===== src/rtl/post_header_canonical_checker_core_assert.svh =====
// Assertion macros used by the core module of the header checker.
`ifndef POST_HEADER_CANONICAL_CHECKER_CORE_ASSERT_SVH
`define POST_HEADER_CANONICAL_CHECKER_CORE_ASSERT_SVH

// The consequent must hold in the same cycle as the antecedent.
`define PHCC_ASSERT_SAME(lbl, clk, rst_n, ante, cons) \
  lbl: assert property (@(posedge clk) disable iff (!rst_n) (ante) |-> (cons)) \
    else $error("phcc: same-cycle check failed");

// The consequent must hold in the cycle after the antecedent.
`define PHCC_ASSERT_NEXT(lbl, clk, rst_n, ante, cons) \
  lbl: assert property (@(posedge clk) disable iff (!rst_n) (ante) |=> (cons)) \
    else $error("phcc: next-cycle check failed");

`endif


===== src/rtl/phcc_pkg.sv =====
package phcc_pkg;

  // Parsing phase of the header scan.
  typedef enum logic [2:0] {
    PH_MAGIC  = 3'd0,
    PH_SPACE  = 3'd1,
    PH_NAME1  = 3'd2,
    PH_NAME2  = 3'd3,
    PH_VALUE1 = 3'd4,
    PH_VALUE  = 3'd5
  } phase_t;

  localparam int KNOWN_COUNT = 5;

  typedef logic [2:0] known_idx_t;

  localparam known_idx_t IDX_UNKNOWN = known_idx_t'(KNOWN_COUNT);
  localparam logic [2:0] MAGIC_LEN = 3'd4;
  localparam logic [31:0] MAGIC_WORD = 32'h4942_4230;  // "IBB0"
  localparam logic [7:0] SPACE_CHAR = 8'h20;

  // Known names in their required order: ID, PA, SJ, DA, RT.
  localparam logic [15:0] KNOWN_NAMES [KNOWN_COUNT] = '{
    16'h4944, 16'h5041, 16'h534A, 16'h4441, 16'h5254
  };

  typedef struct packed {
    phase_t                   phase;
    logic [2:0]               magic_pos;
    logic [7:0]               name_first;
    logic [KNOWN_COUNT-1:0]   known_mask;
    known_idx_t               high_idx;
    logic                     unknown_seen;
    logic                     form_failed;
    logic                     magic_failed;
  } phcc_state_t;

  localparam phcc_state_t STATE_RESET = '{
    phase:        PH_MAGIC,
    magic_pos:    3'd0,
    name_first:   8'd0,
    known_mask:   '0,
    high_idx:     '0,
    unknown_seen: 1'b0,
    form_failed:  1'b0,
    magic_failed: 1'b0
  };

  // Expected magic byte at a given position, first byte in the top bits.
  function automatic logic [7:0] magic_byte(input logic [1:0] pos);
    magic_byte = MAGIC_WORD[(3 - int'(pos)) * 8 +: 8];
  endfunction

  // Index of a known two-character name, or IDX_UNKNOWN.
  function automatic known_idx_t lookup_name(input logic [7:0] a, input logic [7:0] b);
    known_idx_t idx;
    idx = IDX_UNKNOWN;
    for (int i = 0; i < KNOWN_COUNT; i++) begin
      if (idx == IDX_UNKNOWN && KNOWN_NAMES[i] == {a, b}) begin
        idx = known_idx_t'(i);
      end
    end
    return idx;
  endfunction

endpackage


===== src/rtl/phcc_in_if.sv =====
interface phcc_in_if;
  logic       valid;
  logic       ready;
  logic [7:0] header_byte;
  logic       last_byte;

  modport source (output valid, output header_byte, output last_byte, input ready);
  modport sink   (input valid, input header_byte, input last_byte, output ready);
endinterface


===== src/rtl/phcc_out_if.sv =====
interface phcc_out_if;
  logic valid;
  logic ready;
  logic is_canonical;
  logic magic_ok;

  modport source (output valid, output is_canonical, output magic_ok, input ready);
  modport sink   (input valid, input is_canonical, input magic_ok, output ready);
endinterface


===== src/rtl/phcc_step.sv =====
// One byte of the header scan: next state and the verdicts for a final byte.
module phcc_step import phcc_pkg::*; (
  input  phcc_state_t st,
  input  logic [7:0]  header_byte,
  input  logic        last_byte,
  output phcc_state_t st_nxt,
  output logic        is_canonical,
  output logic        magic_ok
);

  phcc_state_t upd;
  known_idx_t  idx;

  assign idx = lookup_name(st.name_first, header_byte);

  always_comb begin
    upd = st;
    case (st.phase)
      PH_MAGIC: begin
        if (header_byte != magic_byte(st.magic_pos[1:0])) begin
          upd.magic_failed = 1'b1;
        end
        upd.magic_pos = st.magic_pos + 3'd1;
        if (upd.magic_pos >= MAGIC_LEN) begin
          upd.phase = PH_SPACE;
        end
      end
      PH_SPACE: begin
        if (header_byte != SPACE_CHAR) begin
          upd.form_failed = 1'b1;
        end
        upd.phase = PH_NAME1;
      end
      PH_NAME1: begin
        if (header_byte == SPACE_CHAR) begin
          upd.form_failed = 1'b1;
        end
        upd.name_first = header_byte;
        upd.phase      = PH_NAME2;
      end
      PH_NAME2: begin
        if (idx == IDX_UNKNOWN) begin
          upd.unknown_seen = 1'b1;
        end else if (st.unknown_seen || st.known_mask[idx] || idx < st.high_idx) begin
          upd.form_failed = 1'b1;
        end else begin
          upd.known_mask[idx] = 1'b1;
          upd.high_idx        = idx;
        end
        upd.phase = (header_byte == SPACE_CHAR) ? PH_NAME1 : PH_VALUE1;
      end
      PH_VALUE1: begin
        if (header_byte == SPACE_CHAR) begin
          upd.form_failed = 1'b1;
        end
        upd.phase = PH_VALUE;
      end
      PH_VALUE: begin
        if (header_byte == SPACE_CHAR) begin
          upd.phase = PH_NAME1;
        end
      end
      default: begin
        upd.form_failed = 1'b1;
        upd.phase       = PH_VALUE;
      end
    endcase
  end

  // A header counts as canonical if it ends within or right after the magic, or inside a non-empty value.
  assign is_canonical = !upd.form_failed && upd.phase != PH_NAME1 &&
                        upd.phase != PH_NAME2 && upd.phase != PH_VALUE1;
  assign magic_ok     = !upd.magic_failed && upd.magic_pos >= MAGIC_LEN;

  // The final byte of a header returns the scan to its starting state.
  assign st_nxt = last_byte ? STATE_RESET : upd;

endmodule


===== src/rtl/post_header_canonical_checker_core.sv =====
// A final byte passes through the input register, and its verdict is loaded into the result register.
// Throughput: one byte per clock unless a final byte is held up; a result is produced only for a byte marked last.
// Only a last byte waits for the result register, so other bytes keep flowing under stall.
// Reset (rst_n low, synchronous) empties both registers and returns the scan to the magic phase.
// Each header starts fresh: the state clears itself after the final byte of a header.
`include "post_header_canonical_checker_core_assert.svh"

module post_header_canonical_checker_core import phcc_pkg::*; (
  input logic       clk,
  input logic       rst_n,
  phcc_in_if.sink   in_ch,
  phcc_out_if.source out_ch
);

  // Input register: one byte with its last flag, waiting to be scanned.
  logic        s1_valid_r;
  logic [7:0]  s1_byte_r;
  logic        s1_last_r;

  // Scan state carried from byte to byte within one header.
  phcc_state_t st_r;
  phcc_state_t st_nxt;

  // Result register.
  logic        out_valid_r;
  logic        out_canon_r;
  logic        out_magic_r;

  logic        res_canon;
  logic        res_magic;
  logic        s1_go;
  logic        in_ready;

  // The held byte is scanned now unless it is a final byte and the result
  // register still holds an earlier verdict that is not being taken.
  assign s1_go    = s1_valid_r && (!s1_last_r || !out_valid_r || out_ch.ready);
  assign in_ready = !s1_valid_r || s1_go;

  assign in_ch.ready         = in_ready;
  assign out_ch.valid        = out_valid_r;
  assign out_ch.is_canonical = out_canon_r;
  assign out_ch.magic_ok     = out_magic_r;

  // All of the per-byte decisions sit between the input register and the
  // state and result registers.
  phcc_step u_step (
    .st           (st_r),
    .header_byte  (s1_byte_r),
    .last_byte    (s1_last_r),
    .st_nxt       (st_nxt),
    .is_canonical (res_canon),
    .magic_ok     (res_magic)
  );

  always_ff @(posedge clk) begin
    if (!rst_n) begin
      s1_valid_r  <= 1'b0;
      out_valid_r <= 1'b0;
      st_r        <= STATE_RESET;
    end else begin
      if (in_ready) begin
        s1_valid_r <= in_ch.valid;
      end
      if (s1_go) begin
        st_r <= st_nxt;
      end
      if (s1_go && s1_last_r) begin
        out_valid_r <= 1'b1;
      end else if (out_ch.ready) begin
        out_valid_r <= 1'b0;
      end
    end
  end

  // Payload registers load on their handshakes and need no reset.
  always_ff @(posedge clk) begin
    if (in_ch.valid && in_ready) begin
      s1_byte_r <= in_ch.header_byte;
      s1_last_r <= in_ch.last_byte;
    end
    if (s1_go && s1_last_r) begin
      out_canon_r <= res_canon;
      out_magic_r <= res_magic;
    end
  end

  // A scanned final byte always leaves a verdict in the result register.
  `PHCC_ASSERT_NEXT(a_last_gives_result, clk, rst_n, s1_go && s1_last_r, out_valid_r)

  // After a final byte the scan is back at the start of the magic.
  `PHCC_ASSERT_NEXT(a_last_clears_state, clk, rst_n, s1_go && s1_last_r,
                    st_r.phase == PH_MAGIC && st_r.magic_pos == 3'd0)

  // Past the magic phase the full magic has been counted, never more.
  `PHCC_ASSERT_SAME(a_magic_count, clk, rst_n, st_r.phase != PH_MAGIC,
                    st_r.magic_pos == MAGIC_LEN)

  // The input side only stalls behind a final byte blocked by an untaken result.
  `PHCC_ASSERT_SAME(a_stall_cause, clk, rst_n, !in_ready,
                    s1_valid_r && s1_last_r && out_valid_r && !out_ch.ready)

endmodule


===== src/flat_wrapper.sv =====
// flat-port wrapper written by rule: the top's interface ports become plain ports
module post_header_canonical_checker_core_flat import phcc_pkg::*;
  (clk, rst_n, in_ch_valid, in_ch_header_byte, in_ch_last_byte, in_ch_ready, out_ch_valid, out_ch_is_canonical, out_ch_magic_ok, out_ch_ready);
  phcc_in_if in_ch_i ();
  phcc_out_if out_ch_i ();
  input logic clk;
  input logic rst_n;
  input wire logic [$bits(in_ch_i.valid)-1:0] in_ch_valid;
  input wire logic [$bits(in_ch_i.header_byte)-1:0] in_ch_header_byte;
  input wire logic [$bits(in_ch_i.last_byte)-1:0] in_ch_last_byte;
  output wire logic [$bits(in_ch_i.ready)-1:0] in_ch_ready;
  output wire logic [$bits(out_ch_i.valid)-1:0] out_ch_valid;
  output wire logic [$bits(out_ch_i.is_canonical)-1:0] out_ch_is_canonical;
  output wire logic [$bits(out_ch_i.magic_ok)-1:0] out_ch_magic_ok;
  input wire logic [$bits(out_ch_i.ready)-1:0] out_ch_ready;
  assign in_ch_i.valid = in_ch_valid;
  assign in_ch_i.header_byte = in_ch_header_byte;
  assign in_ch_i.last_byte = in_ch_last_byte;
  assign in_ch_ready = in_ch_i.ready;
  assign out_ch_valid = out_ch_i.valid;
  assign out_ch_is_canonical = out_ch_i.is_canonical;
  assign out_ch_magic_ok = out_ch_i.magic_ok;
  assign out_ch_i.ready = out_ch_ready;
  post_header_canonical_checker_core u_core (.clk(clk), .rst_n(rst_n), .in_ch(in_ch_i), .out_ch(out_ch_i));
endmodule

===== config.mk =====
export PLATFORM = sky130hd
export DESIGN_NAME = post_header_canonical_checker_core_flat
export DESIGN_NICKNAME = d
export VERILOG_FILES = /design/src/rtl/phcc_pkg.sv /design/src/rtl/phcc_in_if.sv /design/src/rtl/phcc_out_if.sv /design/src/rtl/phcc_step.sv /design/src/rtl/post_header_canonical_checker_core.sv /design/src/flat_wrapper.sv
export VERILOG_INCLUDE_DIRS = /design/src /design/src/rtl
export SDC_FILE = /design/constraint.sdc
export NUM_CORES = 1
export LEC_CHECK = 0
export ABC_AREA = 1
export BUFFER_PORTS_ARGS = -buffer_cell sky130_fd_sc_hd__buf_4
export CAP_MARGIN = 20
export CORE_ASPECT_RATIO = 1.75
export CORE_MARGIN = 2
export CORE_UTILIZATION = 55
export DETAILED_ROUTE_END_ITERATION = 8
export PLACE_DENSITY = 0.72
export SYNTH_ARGS = -nofsm -noshare
export SYNTH_HDL_FRONTEND = slang
export SYNTH_HIERARCHICAL = 1
export SYNTH_SLANG_ARGS = --single-unit
export TNS_END_PERCENT = 50

===== constraint.sdc =====
create_clock -name clk -period 2.3 [get_ports clk]
set_input_delay 0.23 -clock clk [delete_from_list [all_inputs] [get_ports clk]]
set_output_delay 0.23 -clock clk [all_outputs]
set_load 0.005 [all_outputs]

==> metrics.log <==
[metrics] crit end category: register
[metrics] CTS clk-pin slew, worst paths: roughly 0.08 ns
[metrics] register bit count reported by yosys: 38
[metrics] top fanout value on the critical path: 6
[metrics] largest net degree at the start of global routing: 52
[metrics] average vias per placed instance: roughly 5.4
[metrics] total area of sequential cells: ~870 um2
[metrics] Slew Limit Fails: 0
[metrics] worst hold path type: in2reg
[metrics] Slowest cell on crit path: edfxtp_1
[metrics] most prevalent standard cell on the critical path: nand2_2
[metrics] sequential fraction of the synthesis area: 0.314
[metrics] synth cell count leaders: nand2_1, inv_1, nor2_1
[metrics] placement-stage cell area: 3110 um2
[metrics] Row Count: 34
[metrics] number of buffers added on ports: 16
[metrics] number of enable-type register cells in the synthesized netlist: 11
[metrics] vertical die dimension: 97.9 um
[metrics] mean area per synthesized cell: about 6.6 um2
[metrics] instance count of the mapped netlist: roughly 420
[metrics] Max-Slew Margin vs Limit: 0.586
[metrics] master cell of the clock root buffer: clkbuf_8
[metrics] Required @ worst endpoint: approximately 2.5 ns
[metrics] Iteration-0 DRC Markers: 98
[metrics] final-report hold violation count: 0
[metrics] post-detailed-placement half-perimeter wirelength: roughly 5200 um
[metrics] worst slew pin tran: 0.622 ns
[metrics] combined area of all synthesized cells: roughly 2800 um2
[metrics] final clock skew: 0.00992 ns
[metrics] width of the die: approximately 58 um
[metrics] area share of the largest cell type after synthesis: 0.195
[metrics] net count reported at finish: about 490
[metrics] dominant synthesized flop cell: dfxtp_1
[metrics] die area: between 5000 and 6000 um2
[metrics] number of levels the H-tree was split into: 2
[metrics] cell family with most CP delay: simple AND/OR/NAND/NOR gates
[metrics] worst-case hold slack: 0.0978 ns
[metrics] cell breakdown of the critical path: inv_2, nand4_1, nor2_2, nand2_2, nand2_4, nor2_4, ha_4, nand2_2, inv_2, nand2_2, nand2_2, nand2_4, nor2_4, nand3_2, a21oi_2, inv_1, nand3_2, nand2_1, nor2_2
[metrics] Final Worst Setup Slack: -0.115 ns
[metrics] post-route DRC violation count: 0
[metrics] violated checks: negative setup slack
[metrics] number of antenna violations at the first check in global routing: 0
[metrics] CTS max path bufs: 2
[metrics] Fillers: around 430
[metrics] area of the multi-input gates: 1610 um2
[metrics] length of the first detailed-routing pass in iterations: 4
[metrics] Worst-Skew Late Latency: ~0.3 ns
[metrics] number of CTS-inserted buffers: 5
[metrics] core box area: 4890 um2
[metrics] worst setup timing slack at the placement stage: -0.191 ns
[metrics] final non-filler cell total: 524
[metrics] hold-fix buffer count after cts: 0
[metrics] Max Clock Freq: between 400 and 500 MHz
[metrics] Synth Warn #: 6
[metrics] final global-route overflow total: 0
[metrics] # clock sinks: 38
[metrics] global-route wire length before repair: 11900 um
[metrics] clock period minus worst slack: ~2.4 ns
[metrics] starting utilization of the core area: 0.566
[metrics] final count of negative-setup-slack endpoints: 9
[metrics] global placer's final weighted congestion: 0.923
[metrics] category of the worst setup path launch point: register
[metrics] Routed Antenna Nets: 0
[metrics] total track usage: 0.272
[metrics] count of pins on the block boundary: 17
[metrics] setup tns final: -0.851 ns
[metrics] count of buffering cells on the critical path with inverters included: 3
[metrics] growth of design area from synthesis to finish: 23.0%
[metrics] Worst IR Drop VDD: 744 uV
[metrics] largest stage delay on the critical path: 0.47 ns
[metrics] per-cell routed wire length: 13.9 um
[metrics] run status: finished with violations
[metrics] TritonCTS clock tree: yes
[metrics] total power per unit cell area: 522 nW/um2
[metrics] WP data arrival: 2.66 ns
[metrics] static leakage: 0.00151 uW
[metrics] cell with the most instances after synthesis: nand2_1
[metrics] post-synth net total: between 400 and 500
[metrics] Final Cycle Share: 1.05
[metrics] vias after detailed routing: 2821
[metrics] fraction of layout instances using a drive strength above 1: 0.270
[metrics] count of inserted antenna diode cells: 0
[metrics] fraction of registers with async set or reset after synthesis: 0
[metrics] number of global-route vias before repair: between 2000 and 3000
[metrics] top cells by area in the synthesized netlist: dfxtp_1, edfxtp_1, nand2_1, a21oi_1, inv_1
[metrics] unrepaired setup endpoints after global routing: yes
[metrics] total of max-cap violations: 0
[metrics] Post-Layout Inst Area: ~3400 um2
[metrics] post-detailed-routing wire length: around 7300 um
[metrics] placed insts: around 500
[metrics] post-synth cell types: 33
[metrics] Critical Setup Path Class: reg2reg
[metrics] biggest area consumer among synthesized cells: dfxtp_1
## state kept, by name (all words and copies together) (netlist names)
register and cells:
u_core/s1_valid_r 1, u_core/st_r 25, u_core/s1_last_r 1, u_core/s1_byte_r 8
u_core/out_ch.magic_ok 1, u_core/out_ch.is_canonical 1, u_core/out_ch.valid 1
## final timing paths
kind	cells after the start	slack, ns	start	endpoint
max reg2reg	19	-0.11	u_core/s1_byte_r[1]	u_core/st_r[3]
min	1	0.1	in_ch_header_byte[0]	u_core/s1_byte_r[0]
max	19	-0.11	u_core/s1_byte_r[1]	u_core/st_r[3]
min reg2reg	2	0.49	u_core/st_r[1]	u_core/st_r[1]
## worst register-to-register path, stage by stage (launching register included)
cell      delay [ns]
edfxtp_1        0.47
inv_2           0.09
nand4_1         0.15
nor2_2          0.15
nand2_2         0.09
nand2_4         0.09
nor2_4          0.05
ha_4            0.26
nand2_2         0.06
inv_2           0.05
nand2_2         0.05
nand2_2         0.07
nand2_4         0.07
nor2_4          0.17
nand3_2         0.09
a21oi_2         0.14
inv_1           0.05
nand3_2         0.06
nand2_1         0.08
nor2_2          0.11
## routing by layer
metal | part of all wire | global-route usage | vias up
met5 | 0 | 0 | -
met4 | 0.059 | 0.175 | 0
met3 | 0.018 | 0.0397 | 32
met2 | 0.55 | 0.495 | 44
met1 | 0.37 | 0.274 | 1301
li1 | - | - | 1444
## cells by family (layout without fill, tap and decap cells)
family          Yosys count  after routing  synth area share
simple gates            211            212             0.375
flops                    38             38             0.314
fa+ha+maj                 5              5            0.0226
compound gates           73             73             0.139
buf+inv                  90            140             0.143
xor+xnor                  2              2           0.00632
## stage by stage
step / util / total power [uW]
3_3_place_gp: 0.635 / 1100
5_1_grt: 0.697 / 1860
4_1_cts: 0.680 / 1780
3_5_place_dp: 0.635 / 1110
6_report: 0.697 / 1780
2_1_floorplan: - / 1010
## placed cells by master, fill, tap and decap left out, drive strengths merged
cell type	netlist	final
nor4	1	1
buf	15	60
nor3b	1	1
o2bb2ai	1	1
nand4	11	11
xnor2	2	2
nand2	81	81
nor2	70	71
o21ai	14	14
edfxtp	11	11
a21oi	55	55
clkbuf	3	6
o31ai	1	1
dfxtp	27	27
nor3	1	1
ha	5	5
a211oi	1	1
nand3	44	44
clkinv	0	1
and3	1	1
nand3b	1	1
bufinv	0	1
a21boi	1	1
inv	72	72
## cell type report
cell class | instances | share of cell area
Clock buffer | 6 | 0.0275
Inverter | 72 | 0.0793
Sequential cell | 38 | 0.256
Clock inverter | 2 | 0.0114
Tap cell | 54 | 0.0198
Multi-Input combinational cell | 292 | 0.472
Timing Repair Buffer | 60 | 0.134
## power by group
group | switching, uW | internal, uW
combinational | 198 | 148
clock | 264 | 391
sequential | 44.1 | 731
## repair_timing
action                     in CTS  in global routing
buffers inserted                7                  4
hold endpoints to repair        0                  0
setup endpoints to repair       9                 10
pin swaps                      14                  7
cloned                          1                  0
resized for setup               5                 13
Power figures use the tool's default switching activity.
